--- src/ovl_pkg.sv ---
// Shared types, codes and defaults for the ordered value list.
`timescale 1ns / 1ps
`default_nettype none

package ovl_pkg;

    // Default number of list entries
    localparam int unsigned DEPTH_DEF = 16;

    // Operation codes (high bit set selects a search)
    localparam logic [1:0] OP_INSERT = 2'd0;
    localparam logic [1:0] OP_DELETE = 2'd1;

    // Result status codes
    localparam logic [2:0] ST_INSERTED  = 3'd0;
    localparam logic [2:0] ST_DELETED   = 3'd1;
    localparam logic [2:0] ST_FOUND     = 3'd2;
    localparam logic [2:0] ST_NOT_FOUND = 3'd3;
    localparam logic [2:0] ST_EMPTY     = 3'd4;
    localparam logic [2:0] ST_FULL      = 3'd5;

    // Command word
    typedef struct packed {
        logic [1:0]         op;
        logic signed [31:0] item_value;
    } cmd_word_t;

    // Result word
    typedef struct packed {
        logic [2:0] status;
        logic [4:0] entry_count;
    } res_word_t;

    // Sequencer states
    typedef enum logic [2:0] {
        S_IDLE,
        S_TAIL,
        S_SCAN,
        S_SHIFT,
        S_DONE
    } state_t;

endpackage

`default_nettype wire

--- src/ordered_value_list.sv ---
// Bounded insertion-ordered list of signed 32-bit values held in one memory.
//
// Usage:
//   cmd channel (cmd_valid / cmd_stall / cmd) carries one command word:
//   insert at tail, delete a value, or search for a value (op high bit).
//   res channel (res_valid / res_stall / res) returns one result word per
//   command: a status code and the number of entries held afterwards.
//   A word moves on a rising edge with valid high and stall low.
//   Insert, and any command on an empty list, shows its result the cycle
//   after acceptance. A search walks the entries from the head, one memory
//   read per cycle. A delete reads the tail, then the head; it drops the
//   tail if the tail matches and the head does not, else scans to the first
//   match and closes the gap with one read and one write per cycle.
//   The single read port of the entry memory sets this pace.
//   One command is worked on at a time; cmd_stall is high while a command
//   is in progress or while a held result is stalled, so the next command
//   can be taken in the cycle the result shows, unless it is stalled
//   (inserts: every cycle while results are not stalled). Reset empties
//   the list at once (no clearing pass); entries are only read below the
//   held count. A stalled result holds unchanged in the output register until taken.
`timescale 1ns / 1ps
`default_nettype none

module ordered_value_list #(
    parameter int unsigned DEPTH = ovl_pkg::DEPTH_DEF
) (
    input  wire logic              clk,
    input  wire logic              rst_n,
    input  wire logic              cmd_valid,
    output logic                   cmd_stall,
    input  wire ovl_pkg::cmd_word_t cmd,
    output logic                   res_valid,
    input  wire logic              res_stall,
    output ovl_pkg::res_word_t     res
);

    localparam int unsigned AW = (DEPTH > 1) ? $clog2(DEPTH) : 1;
    localparam int unsigned CW = $clog2(DEPTH + 1);

    // Entry memory
    logic [31:0]   mem [DEPTH];
    logic [31:0]   rd_data_reg;
    logic          mem_we;
    logic [AW-1:0] mem_waddr;
    logic [31:0]   mem_wdata;
    logic          mem_re;
    logic [AW-1:0] mem_raddr;

    // Control and payload registers
    ovl_pkg::state_t    state_reg, state_next;
    logic [CW-1:0]      count_reg, count_next;
    logic [AW-1:0]      idx_reg, idx_next;
    logic [31:0]        key_reg, key_next;
    logic               del_reg, del_next;
    logic               tail_hit_reg, tail_hit_next;
    logic [2:0]         status_reg, status_next;
    logic               res_valid_reg, res_valid_next;
    ovl_pkg::res_word_t res_reg, res_next;

    logic          accept;
    logic          out_free;
    logic          hit;
    logic          at_last;
    logic [CW-1:0] count_dec;

    assign accept    = cmd_valid && !cmd_stall;
    assign out_free  = !res_valid_reg || !res_stall;
    assign cmd_stall = (state_reg != ovl_pkg::S_IDLE) || (res_valid_reg && res_stall);
    assign hit       = (rd_data_reg == key_reg);
    assign count_dec = count_reg - 1'b1;
    assign at_last   = (CW'(idx_reg) == count_dec);
    assign res_valid = res_valid_reg;
    assign res       = res_reg;

    // Memory write and registered read
    always_ff @(posedge clk)
    begin
        if (mem_we)
        begin
            mem[mem_waddr] <= mem_wdata;
        end
        if (mem_re)
        begin
            rd_data_reg <= mem[mem_raddr];
        end
    end

    // Control state
    always_ff @(posedge clk or negedge rst_n)
    begin
        if (!rst_n)
        begin
            state_reg     <= ovl_pkg::S_IDLE;
            count_reg     <= '0;
            res_valid_reg <= 1'b0;
        end
        else
        begin
            state_reg     <= state_next;
            count_reg     <= count_next;
            res_valid_reg <= res_valid_next;
        end
    end

    // Payload and walk registers
    always_ff @(posedge clk)
    begin
        idx_reg      <= idx_next;
        key_reg      <= key_next;
        del_reg      <= del_next;
        tail_hit_reg <= tail_hit_next;
        status_reg   <= status_next;
        res_reg      <= res_next;
    end

    // Sequence one command: decode, scan, compact, report
    always_comb
    begin
        state_next     = state_reg;
        count_next     = count_reg;
        idx_next       = idx_reg;
        key_next       = key_reg;
        del_next       = del_reg;
        tail_hit_next  = tail_hit_reg;
        status_next    = status_reg;
        res_valid_next = res_valid_reg && res_stall;
        res_next       = res_reg;
        mem_we         = 1'b0;
        mem_waddr      = AW'(count_reg);
        mem_wdata      = key_reg;
        mem_re         = 1'b0;
        mem_raddr      = idx_reg;

        unique case (state_reg)
            ovl_pkg::S_IDLE:
            begin
                if (accept)
                begin
                    key_next = cmd.item_value;
                    del_next = (cmd.op == ovl_pkg::OP_DELETE);
                    idx_next = '0;
                    if (cmd.op == ovl_pkg::OP_INSERT)
                    begin
                        // Append at tail or refuse when full
                        res_valid_next = 1'b1;
                        if (count_reg >= CW'(DEPTH))
                        begin
                            res_next.status      = ovl_pkg::ST_FULL;
                            res_next.entry_count = 5'(count_reg);
                        end
                        else
                        begin
                            mem_we               = 1'b1;
                            mem_waddr            = AW'(count_reg);
                            mem_wdata            = cmd.item_value;
                            count_next           = count_reg + 1'b1;
                            res_next.status      = ovl_pkg::ST_INSERTED;
                            res_next.entry_count = 5'(count_reg + 1'b1);
                        end
                    end
                    else if (count_reg == '0)
                    begin
                        res_valid_next       = 1'b1;
                        res_next.status      = ovl_pkg::ST_EMPTY;
                        res_next.entry_count = 5'(count_reg);
                    end
                    else if (cmd.op == ovl_pkg::OP_DELETE)
                    begin
                        // Fetch the tail first
                        mem_re     = 1'b1;
                        mem_raddr  = AW'(count_dec);
                        state_next = ovl_pkg::S_TAIL;
                    end
                    else
                    begin
                        // Search starts at the head
                        mem_re     = 1'b1;
                        mem_raddr  = '0;
                        state_next = ovl_pkg::S_SCAN;
                    end
                end
            end

            ovl_pkg::S_TAIL:
            begin
                tail_hit_next = hit;
                mem_re        = 1'b1;
                mem_raddr     = '0;
                idx_next      = '0;
                state_next    = ovl_pkg::S_SCAN;
            end

            ovl_pkg::S_SCAN:
            begin
                if (!del_reg)
                begin
                    if (hit)
                    begin
                        status_next = ovl_pkg::ST_FOUND;
                        state_next  = ovl_pkg::S_DONE;
                    end
                    else if (at_last)
                    begin
                        status_next = ovl_pkg::ST_NOT_FOUND;
                        state_next  = ovl_pkg::S_DONE;
                    end
                    else
                    begin
                        idx_next  = idx_reg + 1'b1;
                        mem_re    = 1'b1;
                        mem_raddr = idx_reg + 1'b1;
                    end
                end
                else if (hit && (idx_reg == '0 || !tail_hit_reg))
                begin
                    // Remove this entry; shift the rest down
                    status_next = ovl_pkg::ST_DELETED;
                    if (at_last)
                    begin
                        count_next = count_dec;
                        state_next = ovl_pkg::S_DONE;
                    end
                    else
                    begin
                        idx_next   = idx_reg + 1'b1;
                        mem_re     = 1'b1;
                        mem_raddr  = idx_reg + 1'b1;
                        state_next = ovl_pkg::S_SHIFT;
                    end
                end
                else if (tail_hit_reg)
                begin
                    // Drop the tail
                    status_next = ovl_pkg::ST_DELETED;
                    count_next  = count_dec;
                    state_next  = ovl_pkg::S_DONE;
                end
                else if (at_last)
                begin
                    status_next = ovl_pkg::ST_NOT_FOUND;
                    state_next  = ovl_pkg::S_DONE;
                end
                else
                begin
                    idx_next  = idx_reg + 1'b1;
                    mem_re    = 1'b1;
                    mem_raddr = idx_reg + 1'b1;
                end
            end

            ovl_pkg::S_SHIFT:
            begin
                // Move entry idx down one place
                mem_we    = 1'b1;
                mem_waddr = idx_reg - 1'b1;
                mem_wdata = rd_data_reg;
                if (at_last)
                begin
                    count_next = count_dec;
                    state_next = ovl_pkg::S_DONE;
                end
                else
                begin
                    idx_next  = idx_reg + 1'b1;
                    mem_re    = 1'b1;
                    mem_raddr = idx_reg + 1'b1;
                end
            end

            ovl_pkg::S_DONE:
            begin
                // Hold the result until the output register frees
                if (out_free)
                begin
                    res_valid_next       = 1'b1;
                    res_next.status      = status_reg;
                    res_next.entry_count = 5'(count_reg);
                    state_next           = ovl_pkg::S_IDLE;
                end
            end

            default:
            begin
                state_next = ovl_pkg::S_IDLE;
            end
        endcase
    end

endmodule

`default_nettype wire

--- config.mk ---
export PLATFORM = sky130hd
export DESIGN_NAME = ordered_value_list
export DESIGN_NICKNAME = d
export VERILOG_FILES = /design/src/ovl_pkg.sv /design/src/ordered_value_list.sv
export SDC_FILE = /design/constraint.sdc
export NUM_CORES = 1
export LEC_CHECK = 0
export BUFFER_PORTS_ARGS = -buffer_cell sky130_fd_sc_hd__buf_2
export CORE_UTILIZATION = 55
export CTS_CLUSTER_SIZE = 12
export DETAILED_ROUTE_END_ITERATION = 8
export HOLD_SLACK_MARGIN = 0.02
export PLACE_DENSITY_LB_ADDON = 0.15
export SETUP_SLACK_MARGIN = 0.3
export SLEW_MARGIN = 30
export SYNTH_ARGS = -nofsm -noshare
export SYNTH_HDL_FRONTEND = slang
export SYNTH_SLANG_ARGS = --single-unit
--- constraint.sdc ---
create_clock -name clk -period 4.1 [get_ports clk]
set_clock_uncertainty 0.05 [all_clocks]
set_input_delay 0.82 -clock clk [delete_from_list [all_inputs] [get_ports clk]]
set_output_delay 0.82 -clock clk [all_outputs]
set_load 0.01 [all_outputs]
==> results.md, run 1 <==
* Clock-pin slew on the worst setup and hold paths at 0.06 ns
* DR WL met3 at 3790 um
* GR Util All Layers at 25.6%
* WP data required at 4.40 ns
* Nature of the critical path startpoint: flip-flop
* Power density over the cells at 974 nW/um2
* Synth area leaders: edfxtp_1 71%, mux2i_1 14%, a22oi_1 1.9%
* RSZ-0062 raised after global routing: yes
* Multi-input logic area at 6940 um2
* Max Slew Vio Count at 0
* Skew-Pair Late Insertion Delay at 0.63 ns
* Die Ht at 216 um
* Dpl hpwl at 32200 um
* Tcrit/Tclk final at 92.5%
* Compound-Gate Fraction of Synth Area at 5.32%
* Clock sinks at 602
* Post-synth top area share at 70.7%
* Prevailing post-synth register cell: edfxtp_1
* Crit path arrival time at 4.10 ns
* Wl on met1 at 24400 um
* Remaining Overflow, GRT at 0
* Post-Route WL at 60500 um
* # IOs at 48
* Die ar. at 46700 um2
* Die width at 216 um
* Largest net degree at the start of global routing at 35
* Sequential cell area at 18000 um2
* RR Endpoint: rd_data_reg[14]$_DFFE_PP_
* Library cells used by synthesis at 63
* Top cell type by total area after synthesis: edfxtp_1
* Residual DRC count at 0
* Number of port buffers at 47
* Most frequent CP cell: mux2i_1
* Post-Synth Simple-Gate Area at 3.75%
* Cell at the slowest stage of the critical path: or4_4
* Min-Delay Endpoint: key_reg[12]$_DFFE_PP_
* Syn-to-layout area delta at 17.6%
* Initial DRT Pass Iterations at 6
* Antenna cells at 0
* DR iter-0 viols at 1214
* Hold Path Class: primary input to flip-flop
* Fmax at 264 MHz
* Post-Syn Area at 25200 um2
* Crit path capture type: flip-flop
* Worst slew pin tran at 0.931 ns
* Outcome: finished clean
* Top cells by instance count after synthesis: 593 x edfxtp_1, 352 x mux2i_1, 120 x nand2_1, 64 x a22oi_1, 47 x a21oi_1
* Row count at 78
* Mux share of post-synthesis cell area at 15.4%
* H-tree depth reported by CTS at 2
* Drt wl/cell at 25.9 um
* Share of cells above drive strength 1 at 19.3%
* Max-cap violations at 0
* Max VDD drop at 865 uV
* WP buf/inv at 4
* Post-synthesis sequential area ratio at 71.5%
* Worst hold stages at 1
* CP peak stage delay at 0.47 ns
* Max reg flops at 512
* Fin crit period at 3.79 ns
* Largest family of logic cells by synthesized area: multiplexers
* Warnings, synthesis at 0
* Via/cell ratio at 6.01
* Worst slew margin at 37.9%
* Core area at 45300 um2
* Yosys reg bits at 602
* Initial core utilization at 55.7%
* Initial antenna violation count at 1
* Clock Path Buffers at 3
* Mean Syn Cell Area at 16.3 um2
* FFs w/ async S/R, synth at 1.50%
* Top layer used by detailed routing: met4
* Clock Root Buffer: clkbuf_16
* Adder-Cell Fraction of Synth Area at 0.248%
* Met2 Routed Length at 30500 um
* Nets at 1754
* Leak pwr at 11.4 nW
* Final hold violation count at 0
* Reg2Reg Depth at 14
* Setup WS pre-CTS at 0.122 ns
* Final setup margin at 0.307 ns
* R2R Setup Slk at 0.31 ns
* Cell Chain, Critical Path: xor2_1, nor4_2, nand4_1, buf_6, or4_4, a311oi_2, a311o_2, buf_12, buf_12, clkbuf_16, mux2i_1, mux2i_1, mux2i_1, a22oi_1
* Number of setup violations in the final report at 0
* Layout fillers at 3156
* Synth Area in XOR/XNOR at 1.69%
* Routed vias at 14100
* Mapped Cells at 1543
* CTS Buf Count at 59
* Hold Startpoint: cmd[12]
* Number of flops mapped to enable cells by yosys at 593
* First-pass GRT wire length at 87400 um
* Final TNS setup at 0 ns
* Worst-path fanout max at 11
* Final Power at 28.9 mW
* Count leader, synth: edfxtp_1
* GP Congestion at 0.886
* CTS tree: done
* Syn Nets at 1586
* WHS at 0.341 ns
* Post-DRT Antenna Nets at 0
* Worst R2R Start: rd_data_reg[14]$_DFFE_PP_
* Setup CP Type: flip-flop to flip-flop
* Vias in the first global route at 13900
* Delay-heaviest family, CP: simple AND/OR/NAND/NOR gates
[layer usage]
| layer | GRT usage, % | vias to the layer above |
|---|---|---|
| li1 | - | 6344 |
| met1 | 33.7 | 7130 |
| met2 | 44.0 | 486 |
| met3 | 3.54 | 111 |
| met4 | 8.45 | 0 |
| met5 | 0 | - |
[repair_timing]
action,CTS,global route
buffers inserted,6,25
hold buffers,1,0
resized for setup,17,29
cloned,3,11
endpoints found under the setup margin,32,32
hold endpoints to repair,9,0
pin swaps,2,16
[area by class of cell]
class	instances	share of cell area, %
sequential	602	60.9
multi-input combinational	845	23.4
timing repair buffer	191	7.38
clock buffer	79	5.34
tap	600	2.53
clock inverter	11	0.325
inverter	12	0.152
[stage by stage]
| stage | area [um2] | utilization [%] | std cells |
|---|---|---|---|
| finish | 29600 | 65.4 | 2340 |
| global route | 29600 | 65.4 | 2340 |
| CTS | 29000 | 64.1 | 2302 |
| detailed placement | 27100 | 59.9 | 2202 |
| global placement | 27100 | 59.9 | 2202 |
| floorplan | 25200 | - | 1543 |
[layout by cell type, fill, tap and decap left out, types with 5 or more instances in the layout]
master,instances
o211ai_1,32
a21oi_1,47
nand4_1,5
buf_4,71
nand2b_1,6
mux2_2,30
o21ai_0,13
edfxtp_1,593
a22oi_1,64
inv_1,10
nor2_1,26
nand3_1,6
dfrtp_1,8
clkinv_1,5
buf_16,11
buf_2,48
xor2_1,31
nor2_4,18
buf_12,35
ha_1,5
mux2i_1,350
nor3_1,8
a31oi_1,5
nand2_1,120
nor4_2,6
clkbuf_1,18
clkbuf_16,68
xnor2_1,12
buf_6,12
[cell families after synthesis]
family,Yosys count
AOI/OAI and AO/OA,193
muxes,384
buffers and inverters,96
DFF,602
xor gates and xnor gates,47
and+or+nand+nor,216
adders and majority gates,5
[where the power goes]
group / switching [mW] / total [mW] / internal [mW] / leakage (nW)
Clock: 2.16 / 4.88 / 2.72 / 0.812
Sequential: 0.351 / 8.65 / 8.30 / 5.48
Combinational: 7.99 / 15.3 / 7.34 / 5.10
[worst reg2reg max path: stages, from the launching register on]
cell and delay, ns:
edfxtp_1 0.44, xor2_1 0.25, nor4_2 0.34, nand4_1 0.18, buf_6 0.19, or4_4 0.48, a311oi_2 0.33, a311o_2 0.23
buf_12 0.17, buf_12 0.17, clkbuf_16 0.18, mux2i_1 0.20, mux2i_1 0.10, mux2i_1 0.12, a22oi_1 0.10
[worst max-delay path by stage]
stage / slack [ns] / start / cells past startpoint / endpoint
5_1_grt: 0.17 / key_reg[13]$_DFFE_PP_ / 15 / rd_data_reg[2]$_DFFE_PP_
6_report: 0.31 / rd_data_reg[14]$_DFFE_PP_ / 14 / rd_data_reg[14]$_DFFE_PP_
3_5_place_dp: 0.12 / res_stall / 13 / rd_data_reg[9]$_DFFE_PP_
2_1_floorplan: 0.09 / res_stall / 6 / mem[3][0]$_DFFE_PP_
4_1_cts: 0.28 / rd_data_reg[28]$_DFFE_PP_ / 14 / rd_data_reg[9]$_DFFE_PP_
3_3_place_gp: 0.17 / key_reg[28]$_DFFE_PP_ / 15 / rd_data_reg[26]$_DFFE_PP_
Power figures use the tool's default switching activity.
==> inputs of run 2 (changes only) <==
--- a/config.mk
+++ b/config.mk
@@ -5,10 +5,10 @@
 export SDC_FILE = /design/constraint.sdc
 export NUM_CORES = 1
 export LEC_CHECK = 0
-export BUFFER_PORTS_ARGS = -buffer_cell sky130_fd_sc_hd__buf_2
 export CORE_UTILIZATION = 55
 export CTS_CLUSTER_SIZE = 12
 export DETAILED_ROUTE_END_ITERATION = 8
+export DONT_BUFFER_PORTS = 1
 export HOLD_SLACK_MARGIN = 0.02
 export PLACE_DENSITY_LB_ADDON = 0.15
 export SETUP_SLACK_MARGIN = 0.3
==> run 2 against run 1 <==
Effect of this change:
- power decreased by 3.9%
- highest routed layer unchanged
- non-clock buffer count is 70 lower
- critical path type unchanged
- core utilization down 1.2 points
==> results.md, run 2 (synthesis gave the netlist of run 1 again) <==
* Core area at 45300 um2
* Max reg flops at 512
* Max VDD drop at 722 uV
* WP buf/inv at 3
* Die Ht at 216 um
* DR iter-0 viols at 1176
* Power density over the cells at 953 nW/um2
* Initial antenna violation count at 2
* Final setup margin at 0.287 ns
* Delay-heaviest family, CP: simple AND/OR/NAND/NOR gates
* Number of setup violations in the final report at 0
* Final hold violation count at 0
* Number of port buffers at 0
* Routed vias at 13800
* Crit path arrival time at 4.10 ns
* Post-DRT Antenna Nets at 0
* CTS tree: done
* Tcrit/Tclk final at 93.0%
* Cell at the slowest stage of the critical path: or4_4
* CP peak stage delay at 0.48 ns
* Die width at 216 um
* Clock Path Buffers at 3
* Fin crit period at 3.81 ns
* Nature of the critical path startpoint: flip-flop
* GP Congestion at 0.918
* Dpl hpwl at 33200 um
* Die ar. at 46700 um2
* Syn-to-layout area delta at 15.5%
* Hold Path Class: primary input to flip-flop
* RSZ-0062 raised after global routing: yes
* Initial core utilization at 55.7%
* Layout fillers at 3198
* CTS Buf Count at 60
* Cell Chain, Critical Path: xor2_1, nor4_4, nand4_1, buf_4, or4_4, a311oi_2, a311o_2, buf_12, buf_16, mux2i_2, mux2i_1, mux2i_1, a22oi_2
* Remaining Overflow, GRT at 0
* First-pass GRT wire length at 85500 um
* # IOs at 48
* Worst slew margin at 36.6%
* Final core utilization at 64.3%
* Most frequent cells in the layout: 593 x edfxtp_1, 347 x mux2i_1, 120 x nand2_1
* Max-cap violations at 0
* Worst slew pin tran at 0.947 ns
* Clock Root Buffer: clkbuf_16
* Drt wl/cell at 26.4 um
* Row count at 78
* Final Power at 27.7 mW
* Setup CP Type: flip-flop to flip-flop
* Worst-path fanout max at 8
* Crit path capture type: flip-flop
* Largest net degree at the start of global routing at 73
* Leak pwr at 11.0 nW
* WP data required at 4.39 ns
* Post-Route WL at 60100 um
* Clock-pin slew on the worst setup and hold paths at 0.06 ns
* Share of cells above drive strength 1 at 16.2%
* Nets at 1685
* GR Util All Layers at 25.1%
* Vias in the first global route at 13200
* Outcome: finished clean
* Most common cell after layout, fill and taps aside: edfxtp_1
* Max Slew Vio Count at 0
* Via/cell ratio at 6.06
* Initial DRT Pass Iterations at 5
* Most frequent CP cell: mux2i_1
* H-tree depth reported by CTS at 2
* Clock sinks at 602
* Setup WS pre-CTS at -0.201 ns
* Skew-Pair Late Insertion Delay at 0.63 ns
* Fmax at 262 MHz
* Residual DRC count at 0
* Final TNS setup at 0 ns
[run 2: cell types whose count changed in the layout (fill, tap and decap cells not counted), moves of 3 or more]
cell	change
buf_2	-46
buf_12	-10
buf_6	-9
buf_8	-4
clkinv_1	+4
diode_2	+4
clkbuf_16	+3
clkinv_2	+3
mux2i_1	-3
[run 2: area by class of cell]
| class | instances | area (um2) | area share [%] |
|---|---|---|---|
| repair buffers | 121 | 1590 | 5.47 |
| clock buffers | 78 | 1610 | 5.54 |
| clock inverters | 16 | 87.6 | 0.301 |
| diodes | 4 | 10.0 | 0.0344 |
| well taps | 600 | 751 | 2.58 |
| inverters | 12 | 45.0 | 0.155 |
| multi-input cells | 845 | 6980 | 24.0 |
| flip-flops and latches | 602 | 18000 | 61.9 |
[run 2: what timing repair did]
action / CTS / global route
buffers inserted: 10 / 11
cloned: 2 / 10
endpoints found under the hold margin: 9 / 0
hold buffers: 1 / 0
resized for setup: 11 / 23
endpoints found under the setup margin: 32 / 32
pin swaps: 4 / 12
[run 2: per-layer routing]
metal  vias up  wire length, um  GRT usage (%)  share of wire, %
li1       6216                -              -                 -
met2       425            29500           40.9                49
met1      7066            25700           35.0                43
met4         0             1290           7.56               2.1
met3        90             3590           3.94               6.0
met5         -                0              0                 0
[run 2: worst paths after layout]
check	cells after the start	startpoint	to	slack, ns
setup / recovery	13	rd_data_reg[13]$_DFFE_PP_	rd_data_reg[12]$_DFFE_PP_	0.29
hold / removal	0	cmd[31]	key_reg[31]$_DFFE_PP_	0.23
setup reg to reg	13	rd_data_reg[13]$_DFFE_PP_	rd_data_reg[12]$_DFFE_PP_	0.29
hold reg to reg	2	status_reg[0]$_DFFE_PP_	res[5]$_DFFE_PP_	0.54
max in group asynchronous	1	rst_n	state_reg[2]$_DFFE_PN0P_	3.17
min in group asynchronous	1	rst_n	count_reg[0]$_DFFE_PN0P_	0.52
[run 2: per-stage QoR]
stage | cells | hold slack, ns | area, um2
final | 2278 | 0.232 | 29100
after CTS | 2251 | 0.199 | 28600
after global routing | 2278 | 0.203 | 29100
after floorplan | 1543 | 0.474 | 25200
after detailed placement | 2144 | 0.475 | 26700
after global placement | 2143 | 0.475 | 26700
[run 2: where the power goes]
| group | leakage, nW | switching, mW | internal [mW] | total (mW) |
|---|---|---|---|---|
| clock network | 0.826 | 2.16 | 2.72 | 4.88 |
| logic | 4.74 | 7.82 | 6.37 | 14.2 |
| registers | 5.49 | 0.373 | 8.30 | 8.67 |
| total | 11.0 | 10.4 | 17.4 | 27.7 |
